**src/hw/rtl/cau_pkg.sv**
```systemverilog
// Shared types, codes and constants of the complex arithmetic unit.
`timescale 1ns / 1ps
package cau_pkg;

  localparam int CAU_WORD_BITS     = 32;
  localparam int CAU_FRACTION_BITS = 16;
  localparam int CAU_EXP_BITS      = 8;

  typedef enum logic [2:0] {
    CMD_ADD = 3'd0,
    CMD_SUB = 3'd1,
    CMD_MUL = 3'd2,
    CMD_DIV = 3'd3,
    CMD_EQ  = 3'd4,
    CMD_POW = 3'd5,
    CMD_MAG = 3'd6
  } cau_op_e;

  typedef enum logic [1:0] {
    STS_OK       = 2'd0,
    STS_DIV_ZERO = 2'd1,
    STS_NEG_EXP  = 2'd2,
    STS_SAT      = 2'd3
  } cau_status_e;

  typedef enum logic [3:0] {
    ST_IDLE,
    ST_DISPATCH,
    ST_MUL,
    ST_MWAIT,
    ST_DEN,
    ST_DIV,
    ST_DWAIT,
    ST_PUPD,
    ST_PCHK,
    ST_SQRT,
    ST_SWAIT,
    ST_FIN
  } cau_state_e;

  typedef enum logic [2:0] {
    PH_MUL,
    PH_DEN,
    PH_DIVN,
    PH_POW,
    PH_MAG
  } cau_phase_e;

  typedef enum logic [3:0] {
    MP_AR_BR,
    MP_AI_BI,
    MP_AR_BI,
    MP_AI_BR,
    MP_BR_BR,
    MP_BI_BI,
    MP_AR_AR,
    MP_AI_AI,
    MP_RR_AR,
    MP_RI_AI,
    MP_RR_AI,
    MP_RI_AR
  } cau_pair_e;

  typedef enum logic [1:0] {
    UNIT_MUL,
    UNIT_DIV,
    UNIT_SQRT
  } cau_unit_e;

  typedef struct packed {
    logic [2:0]         command;
    logic signed [31:0] a_real;
    logic signed [31:0] a_imag;
    logic signed [31:0] b_real;
    logic signed [31:0] b_imag;
    logic signed [7:0]  exponent;
  } cau_in_t;

  typedef struct packed {
    logic signed [31:0] result_real;
    logic signed [31:0] result_imag;
    logic [31:0]        magnitude;
    logic               equal_flag;
    logic [1:0]         status;
  } cau_out_t;

  typedef struct packed {
    logic      load;
    logic      mul_start;
    cau_pair_e mul_pair;
    logic [1:0] mul_dst;
    logic      den_load;
    logic      div_start;
    logic      div_part;
    logic      sqrt_start;
    logic      pow_update;
    logic      fin;
  } cau_cmd_t;

  typedef struct packed {
    logic [2:0] op;
    logic       b_zero;
    logic       exp_neg;
    logic       pow_zero;
    logic       unit_done;
  } cau_stat_t;

endpackage

```
**src/hw/rtl/cau_chan_if.sv**
```systemverilog
// Valid/ready channel that carries one request or result payload.
`timescale 1ns / 1ps
interface cau_chan_if #(
  parameter type payload_t = logic
);
  logic     valid;
  logic     ready;
  payload_t payload;

  modport source (output valid, output payload, input ready);
  modport sink (input valid, input payload, output ready);
endinterface

```
**src/hw/rtl/complex_arithmetic_unit.sv**
```systemverilog
// Top level of the complex arithmetic unit: controller, datapath and checks.
// Add, sub, equal and unused codes skip the shift-add and root units.
// Divide forms |b|^2, then the numerator products, then both quotient parts;
// magnitude takes the root of |a|^2; power repeats a multiply per exponent step.
// One request at a time; the shift-add multiplier and divider loops set the rate.
// Reset is asynchronous and clears the controller and the result valid flag.
`timescale 1ns / 1ps
module complex_arithmetic_unit #(
  parameter int WORD_BITS     = cau_pkg::CAU_WORD_BITS,
  parameter int FRACTION_BITS = cau_pkg::CAU_FRACTION_BITS
) (
  input  logic          clk_i,
  input  logic          rst_ni,
  cau_chan_if.sink      req_i,
  cau_chan_if.source    rsp_o
);
  import cau_pkg::*;

  cau_cmd_t  cmd;
  cau_stat_t stat;
  cau_out_t  out_pl;

  cau_ctrl u_ctrl (
    .clk_i       (clk_i),
    .rst_ni      (rst_ni),
    .in_valid_i  (req_i.valid),
    .in_ready_o  (req_i.ready),
    .out_valid_o (rsp_o.valid),
    .out_ready_i (rsp_o.ready),
    .cmd_o       (cmd),
    .stat_i      (stat)
  );

  cau_datapath #(
    .WordBits (WORD_BITS),
    .FracBits (FRACTION_BITS)
  ) u_datapath (
    .clk_i  (clk_i),
    .rst_ni (rst_ni),
    .in_i   (req_i.payload),
    .cmd_i  (cmd),
    .stat_o (stat),
    .out_o  (out_pl)
  );

  assign rsp_o.payload = out_pl;

  a_busy_after_accept: assert property (@(posedge clk_i) disable iff (!rst_ni)
    req_i.valid && req_i.ready |=> !req_i.ready)
    else $error("request accepted while a request was in work");

  a_div_zero_clean: assert property (@(posedge clk_i) disable iff (!rst_ni)
    rsp_o.valid && rsp_o.payload.status == STS_DIV_ZERO |->
      rsp_o.payload.result_real == 0 && rsp_o.payload.result_imag == 0)
    else $error("divide by zero returned a nonzero result");

  a_equal_ok: assert property (@(posedge clk_i) disable iff (!rst_ni)
    rsp_o.valid && rsp_o.payload.equal_flag |->
      rsp_o.payload.status == STS_OK && rsp_o.payload.magnitude == 0)
    else $error("equality result carries other fields");

endmodule

```
**src/hw/rtl/cau_ctrl.sv**
```systemverilog
// Controller state machine that sequences the multiply, divide and root steps.
`timescale 1ns / 1ps
module cau_ctrl (
  input  logic              clk_i,
  input  logic              rst_ni,
  input  logic              in_valid_i,
  output logic              in_ready_o,
  output logic              out_valid_o,
  input  logic              out_ready_i,
  output cau_pkg::cau_cmd_t cmd_o,
  input  cau_pkg::cau_stat_t stat_i
);
  import cau_pkg::*;

  cau_state_e state_q, state_d;
  cau_phase_e phase_q, phase_d;
  logic [1:0] job_q, job_d;
  logic       part_q, part_d;
  logic       out_valid_q, out_valid_d;
  logic [1:0] job_last;

  function automatic cau_pair_e pair_of(cau_phase_e ph, logic [1:0] j);
    cau_pair_e p;
    p = MP_AR_BR;
    unique case (ph)
      PH_MUL: begin
        unique case (j)
          2'd0: p = MP_AR_BR;
          2'd1: p = MP_AI_BI;
          2'd2: p = MP_AR_BI;
          default: p = MP_AI_BR;
        endcase
      end
      PH_DEN: p = j[0] ? MP_BI_BI : MP_BR_BR;
      PH_DIVN: begin
        unique case (j)
          2'd0: p = MP_AR_BR;
          2'd1: p = MP_AI_BI;
          2'd2: p = MP_AI_BR;
          default: p = MP_AR_BI;
        endcase
      end
      PH_POW: begin
        unique case (j)
          2'd0: p = MP_RR_AR;
          2'd1: p = MP_RI_AI;
          2'd2: p = MP_RR_AI;
          default: p = MP_RI_AR;
        endcase
      end
      PH_MAG: p = j[0] ? MP_AI_AI : MP_AR_AR;
      default: p = MP_AR_BR;
    endcase
    return p;
  endfunction

  always_ff @(posedge clk_i or negedge rst_ni) begin
    if (!rst_ni) begin
      state_q     <= ST_IDLE;
      phase_q     <= PH_MUL;
      job_q       <= 2'd0;
      part_q      <= 1'b0;
      out_valid_q <= 1'b0;
    end else begin
      state_q     <= state_d;
      phase_q     <= phase_d;
      job_q       <= job_d;
      part_q      <= part_d;
      out_valid_q <= out_valid_d;
    end
  end

  assign job_last = (phase_q == PH_DEN || phase_q == PH_MAG) ? 2'd1 : 2'd3;

  always_comb begin
    state_d     = state_q;
    phase_d     = phase_q;
    job_d       = job_q;
    part_d      = part_q;
    out_valid_d = out_valid_q & ~out_ready_i;
    in_ready_o  = 1'b0;
    cmd_o       = '0;
    cmd_o.mul_pair = pair_of(phase_q, job_q);
    cmd_o.mul_dst  = job_q;
    cmd_o.div_part = part_q;
    unique case (state_q)
      ST_IDLE: begin
        in_ready_o = 1'b1;
        if (in_valid_i) begin
          cmd_o.load = 1'b1;
          state_d    = ST_DISPATCH;
        end
      end
      ST_DISPATCH: begin
        job_d = 2'd0;
        case (stat_i.op)
          CMD_MUL: begin
            phase_d = PH_MUL;
            state_d = ST_MUL;
          end
          CMD_DIV: begin
            phase_d = PH_DEN;
            state_d = stat_i.b_zero ? ST_FIN : ST_MUL;
          end
          CMD_POW: state_d = stat_i.exp_neg ? ST_FIN : ST_PCHK;
          CMD_MAG: begin
            phase_d = PH_MAG;
            state_d = ST_MUL;
          end
          default: state_d = ST_FIN;
        endcase
      end
      ST_MUL: begin
        cmd_o.mul_start = 1'b1;
        state_d         = ST_MWAIT;
      end
      ST_MWAIT: begin
        if (stat_i.unit_done) begin
          if (job_q == job_last) begin
            unique case (phase_q)
              PH_MUL:  state_d = ST_FIN;
              PH_DEN:  state_d = ST_DEN;
              PH_DIVN: begin
                part_d  = 1'b0;
                state_d = ST_DIV;
              end
              PH_POW:  state_d = ST_PUPD;
              PH_MAG:  state_d = ST_SQRT;
              default: state_d = ST_FIN;
            endcase
          end else begin
            job_d   = job_q + 2'd1;
            state_d = ST_MUL;
          end
        end
      end
      ST_DEN: begin
        cmd_o.den_load = 1'b1;
        phase_d        = PH_DIVN;
        job_d          = 2'd0;
        state_d        = ST_MUL;
      end
      ST_DIV: begin
        cmd_o.div_start = 1'b1;
        state_d         = ST_DWAIT;
      end
      ST_DWAIT: begin
        if (stat_i.unit_done) begin
          if (part_q) begin
            state_d = ST_FIN;
          end else begin
            part_d  = 1'b1;
            state_d = ST_DIV;
          end
        end
      end
      ST_PUPD: begin
        cmd_o.pow_update = 1'b1;
        state_d          = ST_PCHK;
      end
      ST_PCHK: begin
        if (stat_i.pow_zero) begin
          state_d = ST_FIN;
        end else begin
          phase_d = PH_POW;
          job_d   = 2'd0;
          state_d = ST_MUL;
        end
      end
      ST_SQRT: begin
        cmd_o.sqrt_start = 1'b1;
        state_d          = ST_SWAIT;
      end
      ST_SWAIT: begin
        if (stat_i.unit_done) begin
          state_d = ST_FIN;
        end
      end
      ST_FIN: begin
        if (!out_valid_q || out_ready_i) begin
          cmd_o.fin   = 1'b1;
          out_valid_d = 1'b1;
          state_d     = ST_IDLE;
        end
      end
      default: state_d = ST_IDLE;
    endcase
  end

  assign out_valid_o = out_valid_q;

endmodule

```
**src/hw/rtl/cau_datapath.sv**
```systemverilog
// Datapath with operand registers, shift-add multiplier, divider and root unit.
`timescale 1ns / 1ps
module cau_datapath #(
  parameter int WordBits = cau_pkg::CAU_WORD_BITS,
  parameter int FracBits = cau_pkg::CAU_FRACTION_BITS
) (
  input  logic               clk_i,
  input  logic               rst_ni,
  input  cau_pkg::cau_in_t   in_i,
  input  cau_pkg::cau_cmd_t  cmd_i,
  output cau_pkg::cau_stat_t stat_o,
  output cau_pkg::cau_out_t  out_o
);
  import cau_pkg::*;

  localparam int W  = WordBits;
  localparam int F  = FracBits;
  localparam int PW = 2 * W;
  localparam int SW = PW + 1;
  localparam int QW = PW + F;
  localparam int CW = $clog2(QW + 1);
  localparam logic [QW-1:0] MaxP = {{(QW - W + 1){1'b0}}, {(W - 1){1'b1}}};
  localparam logic [QW-1:0] MaxN = MaxP + QW'(1);
  localparam logic [QW-1:0] OneMag = QW'(1) << F;
  localparam logic [CW-1:0] MulLast = CW'(W - 1);
  localparam logic [CW-1:0] DivLast = CW'(QW - 1);

  function automatic logic [W:0] sat_word(logic neg, logic [QW-1:0] mag);
    logic [QW-1:0] t;
    logic [W:0]    r;
    t = ~mag + QW'(1);
    if (neg) begin
      r = (mag > MaxN) ? {1'b1, 1'b1, {(W - 1){1'b0}}} : {1'b0, t[W-1:0]};
    end else begin
      r = (mag > MaxP) ? {1'b1, 1'b0, {(W - 1){1'b1}}} : {1'b0, mag[W-1:0]};
    end
    return r;
  endfunction

  function automatic logic [SW-1:0] abs_s(logic signed [SW-1:0] v);
    return v[SW-1] ? (~v + SW'(1)) : v;
  endfunction

  function automatic logic [W:0] sat_sig(logic signed [SW-1:0] v);
    return sat_word(v[SW-1], QW'(abs_s(v)));
  endfunction

  function automatic logic [W:0] rescale(logic signed [SW-1:0] v);
    logic [SW-1:0] a;
    a = abs_s(v) >> F;
    return sat_word(v[SW-1], QW'(a));
  endfunction

  localparam logic [W:0] OneWord = sat_word(1'b0, OneMag);

  cau_op_e op_q;
  logic signed [W-1:0] ar_q, ai_q, br_q, bi_q, rr_q, ri_q;
  logic [6:0]          pcnt_q;
  logic                exneg_q, sat_q;
  logic signed [PW-1:0] p_q [4];
  logic [PW-1:0]       den_q;
  logic [W-1:0]        mag_q;
  cau_out_t            out_q;

  cau_unit_e           unit_q;
  logic                busy_q, done_q, neg_q, part_q;
  logic [1:0]          dst_q;
  logic [CW-1:0]       cnt_q;
  logic [PW-1:0]       acc_q;
  logic [W-1:0]        mcand_q;
  logic [QW-1:0]       dsr_q;
  logic [PW-1:0]       rem_q;
  logic [PW-1:0]       sreg_q;
  logic [W+1:0]        srem_q;
  logic [W-1:0]        root_q;

  logic signed [W-1:0]  opx, opy;
  logic [W-1:0]         mx, my;
  logic signed [SW-1:0] sum01, dif01, sum23, dif23, num;
  logic [W:0]           msum;
  logic [PW-1:0]        acc_step;
  logic [SW-1:0]        r2, rdiff;
  logic                 ge;
  logic [W+1:0]         sr, trial, sdiff;
  logic                 sge;
  logic                 last;
  logic [W:0]           w_re, w_im, w_div, w_pre, w_pim;
  logic signed [W:0]    add_re, add_im, sub_re, sub_im;
  logic [SW-1:0]        num_abs;
  cau_out_t             fin_d;

  always_comb begin
    unique case (cmd_i.mul_pair)
      MP_AR_BR: begin opx = ar_q; opy = br_q; end
      MP_AI_BI: begin opx = ai_q; opy = bi_q; end
      MP_AR_BI: begin opx = ar_q; opy = bi_q; end
      MP_AI_BR: begin opx = ai_q; opy = br_q; end
      MP_BR_BR: begin opx = br_q; opy = br_q; end
      MP_BI_BI: begin opx = bi_q; opy = bi_q; end
      MP_AR_AR: begin opx = ar_q; opy = ar_q; end
      MP_AI_AI: begin opx = ai_q; opy = ai_q; end
      MP_RR_AR: begin opx = rr_q; opy = ar_q; end
      MP_RI_AI: begin opx = ri_q; opy = ai_q; end
      MP_RR_AI: begin opx = rr_q; opy = ai_q; end
      MP_RI_AR: begin opx = ri_q; opy = ar_q; end
      default:  begin opx = ar_q; opy = br_q; end
    endcase
    mx = opx[W-1] ? (~opx + W'(1)) : opx;
    my = opy[W-1] ? (~opy + W'(1)) : opy;
  end

  assign sum01 = SW'(p_q[0]) + SW'(p_q[1]);
  assign dif01 = SW'(p_q[0]) - SW'(p_q[1]);
  assign sum23 = SW'(p_q[2]) + SW'(p_q[3]);
  assign dif23 = SW'(p_q[2]) - SW'(p_q[3]);
  assign num     = cmd_i.div_part ? dif23 : sum01;
  assign num_abs = abs_s(num);

  assign msum     = {1'b0, acc_q[PW-1:W]} + (acc_q[0] ? {1'b0, mcand_q} : '0);
  assign acc_step = {msum, acc_q[W-1:1]};

  assign r2    = {rem_q, dsr_q[QW-1]};
  assign rdiff = r2 - {1'b0, den_q};
  assign ge    = ~rdiff[SW-1];

  assign sr    = {srem_q[W-1:0], sreg_q[PW-1:PW-2]};
  assign trial = {root_q, 2'b01};
  assign sdiff = sr - trial;
  assign sge   = sr >= trial;

  assign last = (unit_q == UNIT_DIV) ? (cnt_q == DivLast) : (cnt_q == MulLast);

  assign w_re  = rescale(dif01);
  assign w_im  = rescale(sum23);
  assign w_div = sat_word(neg_q, dsr_q);

  always_ff @(posedge clk_i or negedge rst_ni) begin
    if (!rst_ni) begin
      busy_q <= 1'b0;
      done_q <= 1'b0;
      cnt_q  <= '0;
      unit_q <= UNIT_MUL;
    end else begin
      done_q <= 1'b0;
      if (cmd_i.mul_start || cmd_i.div_start || cmd_i.sqrt_start) begin
        busy_q <= 1'b1;
        cnt_q  <= '0;
        unit_q <= cmd_i.div_start ? UNIT_DIV : (cmd_i.sqrt_start ? UNIT_SQRT : UNIT_MUL);
      end else if (busy_q) begin
        cnt_q <= cnt_q + CW'(1);
        if (last) begin
          busy_q <= 1'b0;
          done_q <= 1'b1;
        end
      end
    end
  end

  always_ff @(posedge clk_i) begin
    if (cmd_i.load) begin
      op_q    <= cau_op_e'(in_i.command);
      ar_q    <= W'($unsigned(in_i.a_real));
      ai_q    <= W'($unsigned(in_i.a_imag));
      br_q    <= W'($unsigned(in_i.b_real));
      bi_q    <= W'($unsigned(in_i.b_imag));
      exneg_q <= in_i.exponent[7];
      pcnt_q  <= in_i.exponent[6:0];
      rr_q    <= OneWord[W-1:0];
      ri_q    <= '0;
      mag_q   <= '0;
      sat_q   <= (cau_op_e'(in_i.command) == CMD_POW) & ~in_i.exponent[7] & OneWord[W];
    end
    if (cmd_i.mul_start) begin
      dst_q   <= cmd_i.mul_dst;
      neg_q   <= opx[W-1] ^ opy[W-1];
      mcand_q <= mx;
      acc_q   <= {{W{1'b0}}, my};
    end
    if (cmd_i.div_start) begin
      part_q <= cmd_i.div_part;
      neg_q  <= num[SW-1];
      rem_q  <= '0;
      dsr_q  <= {num_abs[PW-1:0], {F{1'b0}}};
    end
    if (cmd_i.sqrt_start) begin
      sreg_q <= sum01[PW-1:0];
      srem_q <= '0;
      root_q <= '0;
    end
    if (cmd_i.den_load) begin
      den_q <= sum01[PW-1:0];
    end
    if (cmd_i.pow_update) begin
      rr_q   <= w_re[W-1:0];
      ri_q   <= w_im[W-1:0];
      sat_q  <= sat_q | w_re[W] | w_im[W];
      pcnt_q <= pcnt_q - 7'd1;
    end
    if (busy_q) begin
      unique case (unit_q)
        UNIT_MUL: acc_q <= acc_step;
        UNIT_DIV: begin
          rem_q <= ge ? rdiff[PW-1:0] : r2[PW-1:0];
          dsr_q <= {dsr_q[QW-2:0], ge};
        end
        UNIT_SQRT: begin
          srem_q <= sge ? sdiff : sr;
          root_q <= {root_q[W-2:0], sge};
          sreg_q <= sreg_q << 2;
        end
        default: acc_q <= acc_q;
      endcase
    end
    if (done_q) begin
      unique case (unit_q)
        UNIT_MUL: p_q[dst_q] <= neg_q ? (~acc_q + PW'(1)) : acc_q;
        UNIT_DIV: begin
          if (part_q) begin
            ri_q <= w_div[W-1:0];
          end else begin
            rr_q <= w_div[W-1:0];
          end
          sat_q <= sat_q | w_div[W];
        end
        UNIT_SQRT: mag_q <= root_q;
        default: mag_q <= mag_q;
      endcase
    end
    if (cmd_i.fin) begin
      out_q <= fin_d;
    end
  end

  assign add_re = (W+1)'(ar_q) + (W+1)'(br_q);
  assign add_im = (W+1)'(ai_q) + (W+1)'(bi_q);
  assign sub_re = (W+1)'(ar_q) - (W+1)'(br_q);
  assign sub_im = (W+1)'(ai_q) - (W+1)'(bi_q);

  always_comb begin
    logic [W-1:0] res_re, res_im;
    logic         sat;
    fin_d  = '0;
    res_re = '0;
    res_im = '0;
    sat    = 1'b0;
    w_pre  = '0;
    w_pim  = '0;
    case (op_q)
      CMD_ADD: begin
        w_pre = sat_sig(SW'(add_re));
        w_pim = sat_sig(SW'(add_im));
      end
      CMD_SUB: begin
        w_pre = sat_sig(SW'(sub_re));
        w_pim = sat_sig(SW'(sub_im));
      end
      CMD_MUL: begin
        w_pre = w_re;
        w_pim = w_im;
      end
      CMD_DIV, CMD_POW: begin
        w_pre = {sat_q, rr_q};
        w_pim = {1'b0, ri_q};
      end
      default: begin
        w_pre = {sat_q, {W{1'b0}}};
        w_pim = '0;
      end
    endcase
    res_re = w_pre[W-1:0];
    res_im = w_pim[W-1:0];
    sat    = w_pre[W] | w_pim[W];
    fin_d.result_real = 32'($signed(res_re));
    fin_d.result_imag = 32'($signed(res_im));
    fin_d.magnitude   = (op_q == CMD_MAG) ? 32'(mag_q) : 32'd0;
    fin_d.equal_flag  = (op_q == CMD_EQ) && (ar_q == br_q) && (ai_q == bi_q);
    fin_d.status      = sat ? STS_SAT : STS_OK;
    if (op_q == CMD_DIV && br_q == '0 && bi_q == '0) begin
      fin_d        = '0;
      fin_d.status = STS_DIV_ZERO;
    end
    if (op_q == CMD_POW && exneg_q) begin
      fin_d        = '0;
      fin_d.status = STS_NEG_EXP;
    end
  end

  assign stat_o.op        = op_q;
  assign stat_o.b_zero    = (br_q == '0) && (bi_q == '0);
  assign stat_o.exp_neg   = exneg_q;
  assign stat_o.pow_zero  = (pcnt_q == 7'd0);
  assign stat_o.unit_done = done_q;
  assign out_o            = out_q;

endmodule

```
**src/flat_wrapper.sv**
```systemverilog
// flat-port wrapper written by rule: the top's interface ports become plain ports
module complex_arithmetic_unit_flat import cau_pkg::*;
#(
  parameter int WORD_BITS     = cau_pkg::CAU_WORD_BITS,
  parameter int FRACTION_BITS = cau_pkg::CAU_FRACTION_BITS
)
  (clk_i, rst_ni, req_i_valid, req_i_payload, req_i_ready, rsp_o_valid, rsp_o_payload, rsp_o_ready);
  cau_chan_if #(.payload_t(cau_in_t)) req_i_i ();
  cau_chan_if #(.payload_t(cau_out_t)) rsp_o_i ();
  input  logic clk_i;
  input  logic rst_ni;
  input wire logic [$bits(req_i_i.valid)-1:0] req_i_valid;
  input wire logic [$bits(req_i_i.payload)-1:0] req_i_payload;
  output wire logic [$bits(req_i_i.ready)-1:0] req_i_ready;
  output wire logic [$bits(rsp_o_i.valid)-1:0] rsp_o_valid;
  output wire logic [$bits(rsp_o_i.payload)-1:0] rsp_o_payload;
  input wire logic [$bits(rsp_o_i.ready)-1:0] rsp_o_ready;
  assign req_i_i.valid = req_i_valid;
  assign req_i_i.payload = req_i_payload;
  assign req_i_ready = req_i_i.ready;
  assign rsp_o_valid = rsp_o_i.valid;
  assign rsp_o_payload = rsp_o_i.payload;
  assign rsp_o_i.ready = rsp_o_ready;
  complex_arithmetic_unit #(.WORD_BITS(WORD_BITS), .FRACTION_BITS(FRACTION_BITS)) u_core (.clk_i(clk_i), .rst_ni(rst_ni), .req_i(req_i_i), .rsp_o(rsp_o_i));
endmodule
```
**config.mk**
```make
export PLATFORM = sky130hd
export DESIGN_NAME = complex_arithmetic_unit_flat
export DESIGN_NICKNAME = d
export VERILOG_FILES = /design/src/hw/rtl/cau_pkg.sv /design/src/hw/rtl/cau_chan_if.sv /design/src/hw/rtl/complex_arithmetic_unit.sv /design/src/hw/rtl/cau_ctrl.sv /design/src/hw/rtl/cau_datapath.sv /design/src/flat_wrapper.sv
export SDC_FILE = /design/constraint.sdc
export NUM_CORES = 2
export LEC_CHECK = 0
export ABC_AREA = 0
export BUFFER_PORTS_ARGS = -buffer_cell sky130_fd_sc_hd__buf_2
export CAP_MARGIN = 20
export CORE_MARGIN = 5
export CORE_UTILIZATION = 38
export CTS_BUF_LIST = sky130_fd_sc_hd__clkbuf_16
export DETAILED_ROUTE_END_ITERATION = 7
export PLACE_DENSITY = 0.57
export SYNTH_ARGS = -nofsm -noshare
export SYNTH_HDL_FRONTEND = slang
export SYNTH_HIERARCHICAL = 1
export SYNTH_SLANG_ARGS = --single-unit
```
**constraint.sdc**
```tcl
create_clock -name clk_i -period 12.4 [get_ports clk_i]
set_input_delay 2.48 -clock clk_i [delete_from_list [all_inputs] [get_ports clk_i]]
set_output_delay 2.48 -clock clk_i [all_outputs]
set_load 0.005 [all_outputs]
```
======== After elaboration in Yosys (flattened, before gate mapping) ========
Memory sizes are Yosys's and may differ from the RTL's.
Index checks and enable logic that the tools add are counted.
cells by class
  reduce and logical (&&, ||, !) cells .... 42
  add/sub/neg operators ................... 31
  div/mod/pow operators ................... 0
  muxes and demuxes ....................... 138
  shift-type cells ........................ 0
  $mul .................................... 0
  $lt $le $gt $ge ......................... 15
  eq/ne operators ......................... 53
  bitwise operators ....................... 26
operators by type and width
  operator                                                          count
  2-to-1 mux 64 bit                                                 11
  2-to-1 mux 33 bit                                                 21
  2-to-1 mux 32 bit                                                 17
  2-to-1 mux 65 bit                                                 7
  adder 65 x 2 -> 65 bit (second input constant)                    6
  NOT 32 bit                                                        9
  one-hot mux 33 bit (4 select lines)                               2
  greater-than comparator 65 x 31 -> 1 bit (second input constant)  4
  greater-than comparator 65 x 32 -> 1 bit (second input constant)  4
  NOT 33 -> 65 bit                                                  4
  2-to-1 mux 80 bit                                                 3
  adder 32 x 1 -> 32 bit (second input constant)                    7
  one-hot mux 32 bit (5 select lines)                               1
  2-to-1 mux 34 bit                                                 4
  adder 64 x 64 -> 65 bit                                           2
  NOT 65 bit                                                        2
  subtractor 64 x 64 -> 65 bit                                      2
  NOT 64 bit                                                        2
  one-hot mux 64 bit (2 select lines)                               1
  adder 32 x 32 -> 33 bit                                           3
  greater-than comparator 49 x 31 -> 1 bit (second input constant)  2
  greater-than comparator 49 x 32 -> 1 bit (second input constant)  2
  one-hot mux 32 bit (3 select lines)                               1
  greater-than comparator 80 x 31 -> 1 bit (second input constant)  1
  60 further kinds                                                  187
word-level totals
  word-level logic and storage cells ...... 343
  bits in latches ......................... 0
  memory bits (read-only) ................. 0
  input port bits ......................... 143
  flip-flop bits (word level) ............. 795
  output and inout port bits .............. 101
  memories ................................ 1
  bits in writable memories ............... 256
memory list
  memory                 depth  bits a word  rd ports  clocked after Yosys merged registers in  wr ports  line                text
  u_core.u_datapath.p_q  4      64           4         0                                        1         cau_datapath.sv:60  logic signed [PW-1:0] p_q [4];

======== Depth between registers and ports, before layout ========
An unclocked memory read counts as a cell.
  word-level depth ........................ 14
  mapped depth ............................ 36

======== Hierarchy ========
The synthesis kept the hierarchy.
by module, submodules not included
  module        cells each  area an instance (µm²)  instances
  cau_datapath  11662       93473.4                 1
  cau_ctrl      153         1146.1                  1

======== Least setup slack after synthesis ========
No wires, ideal clock.
  path kind ............................... in2reg
  start point ............................. in rsp_o_ready
  end point ............................... reg u_core.u_datapath.out_q, in the netlist u_core/u_datapath/out_o[0], enable pin
  arrival ................................. 9.802 ns
  stages .................................. 2
  buffers on the path ..................... 0
  required time ........................... 11.702 ns
  setup time .............................. 0.698 ns
  setup slack ............................. 1.900 ns
  path through ............................ nand2b_1 nor3b_1
RTL lines
  what                  line                 text
  start, declared       flat_wrapper.sv:17   input wire logic [$bits(rsp_o_i.ready)-1:0] rsp_o_ready;
  end signal, assigned  cau_datapath.sv:230  out_q <= fin_d;
  end, declared         cau_datapath.sv:63   cau_out_t out_q;

==> reports/metrics.yaml <==
status: "complete, but fails checks"
violations: "design-rule violations"
grt_max_degree: 102
grtUsageTotal_pct: 30.3
ff_latch_area_um2: 28000
grt_overflow_total: 0
synth_top_cell_by_area: "edfxtp_1"
postCtsSetupBuffers: 0
power_density_nw_per_um2: 188
power_frac_comb_pct: 50.9
clockPowerShare_pct: 20.1
htree_levels: 4
cts-buffers-inserted: 134
worstPathCellList: "ha_1, nand4_1, nor3_1, a22o_1, nor2_2, a211oi_1, a21boi_0, xnor2_1, nand4_1, nor4_2, a311o_1, o221ai_1, a2111oi_2, o2111a_2, and3b_1, buf_4, a21oi_1, a21oi_1, nand2_1, a31oi_1"
p_int_mw: 10.2
ys_seq_area_share_pct: 29.6
ctsRootBufferMaster: "clkbuf_16"
gp_congestion: 1.03
drtIter0Drc: 11400
placedCellCount: 14900
placed_area_um2: 99100
synth_cell_types: 135
finalHoldViolations: 0
min_to: "u_core/u_datapath/sreg_q[2]"
tightest_slew_ns: 1.28
drive_gt1_share_pct: 7.81
cts_hold_buf: 0
vias_per_cell: 6.26
clk_latency_ns: 0.84
synthTopCellsByArea: "edfxtp_1 22%, ha_1 7.2%, dfxtp_1 7.1%"
drc: 3
fp.dieArea_um2: 259000
detail_route.wl_per_cell_um: 27.2
antenna_found_initial: 31
nNetsFinal: 12400
slew_viol_final: 0
endpoint_kind: "register"
switching_share_pct: 47.9
cp_data_required_time_ns: 13.06
syn_area_um2: 94600
worst-setup-path-type: "register to register"
max_freq_mhz: 113
holdCritStartpoint: "u_core/u_datapath/sreg_q[0]"
grt_pass1_vias: 87100
synthCells: 11800
final_area_um2: 104000
hold_path.class: "register to register"
cp-start-kind: "register"
finalWirelength_um: 413000
port_buffers: 243
die-height_um: 509
p_leak_nw: 38.9
fin_crit_ns: 8.88
syn_nets: 12500
r2r_setup_slack_ns: 3.52
rsz0062_at_grt: "no"
reg2reg_to: "u_core/u_datapath/out_o[89]"
synth_top_area_share_pct: 21.9
layout-area-overhead-vs-synth_pct: 9.54
synth_edf_count: 690
syn_area_per_cell_um2: 8.01
ir_drop_mv: 0.190
n_fill_cell: 25100
synth_top_flop_cell: "edfxtp_1"
fp.dieW_um: 509
synth.most_common_cell: "a21oi_1"
grt_pass1_wl_um: 594000
critPathSlowestCell: "a211oi_1"
ys_ff_latch: 1049
p_seq_share_pct: 29.0
clk_pin_slew_worst_paths_ns: 0.06
p_switching_mw: 9.36
rows: 183
min_path_cells: 2
cts_tree: "built"
fin_crit_sh_pct: 71.6
core_um2: 248000
start_util_pct: 38.1
synthTopCellsByCount: "1064 x a21oi_1, 1056 x nor2_1, 1051 x nand2_1"
arrival_ns: 9.54
instances_no_fill: 15200
slew_headroom_pct: 13.8
cts_resized: 0
ios: 244
yosysWarnings: 6
multi_input_area_um2: 61800
cp_max_fo: 22
dp_hpwl_um: 330000
clockBufferDepth: 3
maxCapViolCount: 0
cpPeakStageDelay_ns: 0.94
antenna_left: 0
async_flop_share_pct: 2.10
worstRegToRegCells: 20
clock_sinks: 1049
drtPass1Iterations: 8
vias: 95100
skew_ns: 0.0478
r2r_start: "u_core/u_datapath/p_q[0][16]"
setup_viol_count_final: 0
final.setup.tns_ns: 0
-- state kept, by name, summed over array words and instances, names as in the netlist, 64 cells and up --
register	cells
u_core/u_datapath/out_o	99
u_core/u_datapath/rem_q	64
u_core/u_datapath/acc_q	64
u_core/u_datapath/sreg_q	64
u_core/u_datapath/dsr_q	80
u_core/u_datapath/p_q	256
u_core/u_datapath/den_q	64
-- kinds of logic (layout without fill, tap and decap cells) --
family | count (synthesis) | after routing | share of synthesized area, %
adder cells (fa/ha/maj) | 554 | 554 | 7.41
buffers and inverters | 1311 | 1352 | 5.38
multiplexers | 232 | 232 | 2.50
AND/OR/NAND/NOR | 4050 | 4050 | 21.1
flip-flops | 1049 | 1049 | 29.6
other | 0 | 10 | 0
XOR/XNOR | 899 | 899 | 8.33
AO/OA/AOI/OAI | 3720 | 3720 | 25.6
-- area by class of cell --
type	instances	area share [%]
flip-flops and latches	1049	27.0
repair buffers	435	2.59
clock buffers	134	3.24
well taps	3330	4.02
inverters	676	2.45
diodes	10	0.0241
clock inverters	107	1.00
multi-input cells	9455	59.6
-- cell usage in the layout (no fill, tap or decap), drive strengths merged, types with 43 or more instances in the layout --
cell type | netlist | final
a2111oi | 48 | 48
a211oi | 120 | 120
a21o | 181 | 181
a21oi | 1072 | 1072
a221oi | 154 | 154
a22oi | 46 | 46
a31oi | 188 | 188
and2 | 151 | 151
and3 | 113 | 113
buf | 143 | 430
clkbuf | 492 | 139
clkinv | 8 | 61
dfxtp | 337 | 337
edfxtp | 690 | 690
ha | 544 | 544
inv | 668 | 706
mux2i | 200 | 200
nand2 | 1054 | 1054
nand2b | 130 | 130
nand3 | 336 | 336
nand3b | 61 | 61
nand4 | 134 | 134
nor2 | 1063 | 1063
nor2b | 109 | 109
nor3 | 347 | 347
nor3b | 46 | 46
nor4 | 175 | 175
o211ai | 83 | 83
o21a | 83 | 83
o21ai | 865 | 865
o21bai | 92 | 92
o22ai | 64 | 64
o311ai | 43 | 43
o31ai | 169 | 169
or2 | 64 | 64
or3 | 126 | 126
or4 | 54 | 54
xnor2 | 693 | 693
xor2 | 206 | 206
-- per-layer routing --
metal  part of all wire (%)  track usage, %  vias to the layer above
met4                    6.0            15.3                       14
met3                    8.4            5.43                      875
li1                       -               -                    43400
met5                  0.022               0                        -
met1                     42            40.9                    46200
met2                     43            46.6                     4570
-- metrics by stage --
stage                     total power [mW]  hold WS (ns)  util, %  setup WS [ns]
final                                 19.5         0.441     41.8           3.52
after global routing                  20.4         0.480     41.7           3.18
after CTS                             19.3         0.432     41.7           3.82
after detailed placement              15.3         0.439     39.9           3.87
after global placement                15.2         0.438     39.9           3.79
after floorplan                       11.5         0.420        -           1.90
-- power groups by stage --
stage,combinational [mW],sequential [mW],clock [mW]
2_1_floorplan,6.22,5.27,0
3_3_place_gp,9.49,5.68,0
3_5_place_dp,9.64,5.69,0
4_1_cts,9.68,5.63,4.02
5_1_grt,10.6,5.69,4.15
6_report,9.93,5.66,3.93
-- worst max-delay path: cells and delay by family, from the launching register on --
kind / cells / cell delay [ns]
buffers and inverters: 1 / 0.36
DFF: 1 / 0.40
and+or+nand+nor: 7 / 2.83
adders and majority gates: 1 / 0.77
AOI/OAI and AO/OA: 10 / 3.54
xor gates and xnor gates: 1 / 0.78
-- how the worst max path moves through the flow --
stage                            startpoint                          end  cells after the start
4_1_cts        u_core/u_datapath/p_q[0][16]  u_core/u_datapath/out_o[89]                     20
6_report       u_core/u_datapath/p_q[0][16]  u_core/u_datapath/out_o[89]                     20
2_1_floorplan                   rsp_o_ready   u_core/u_datapath/out_o[0]                      2
3_5_place_dp   u_core/u_datapath/p_q[0][16]  u_core/u_datapath/out_o[89]                     20
5_1_grt        u_core/u_datapath/p_q[0][16]  u_core/u_datapath/out_o[89]                     20
3_3_place_gp   u_core/u_datapath/p_q[0][16]   u_core/u_datapath/rr_q[16]                     19
No activity file was read; power rests on OpenSTA's default activity.
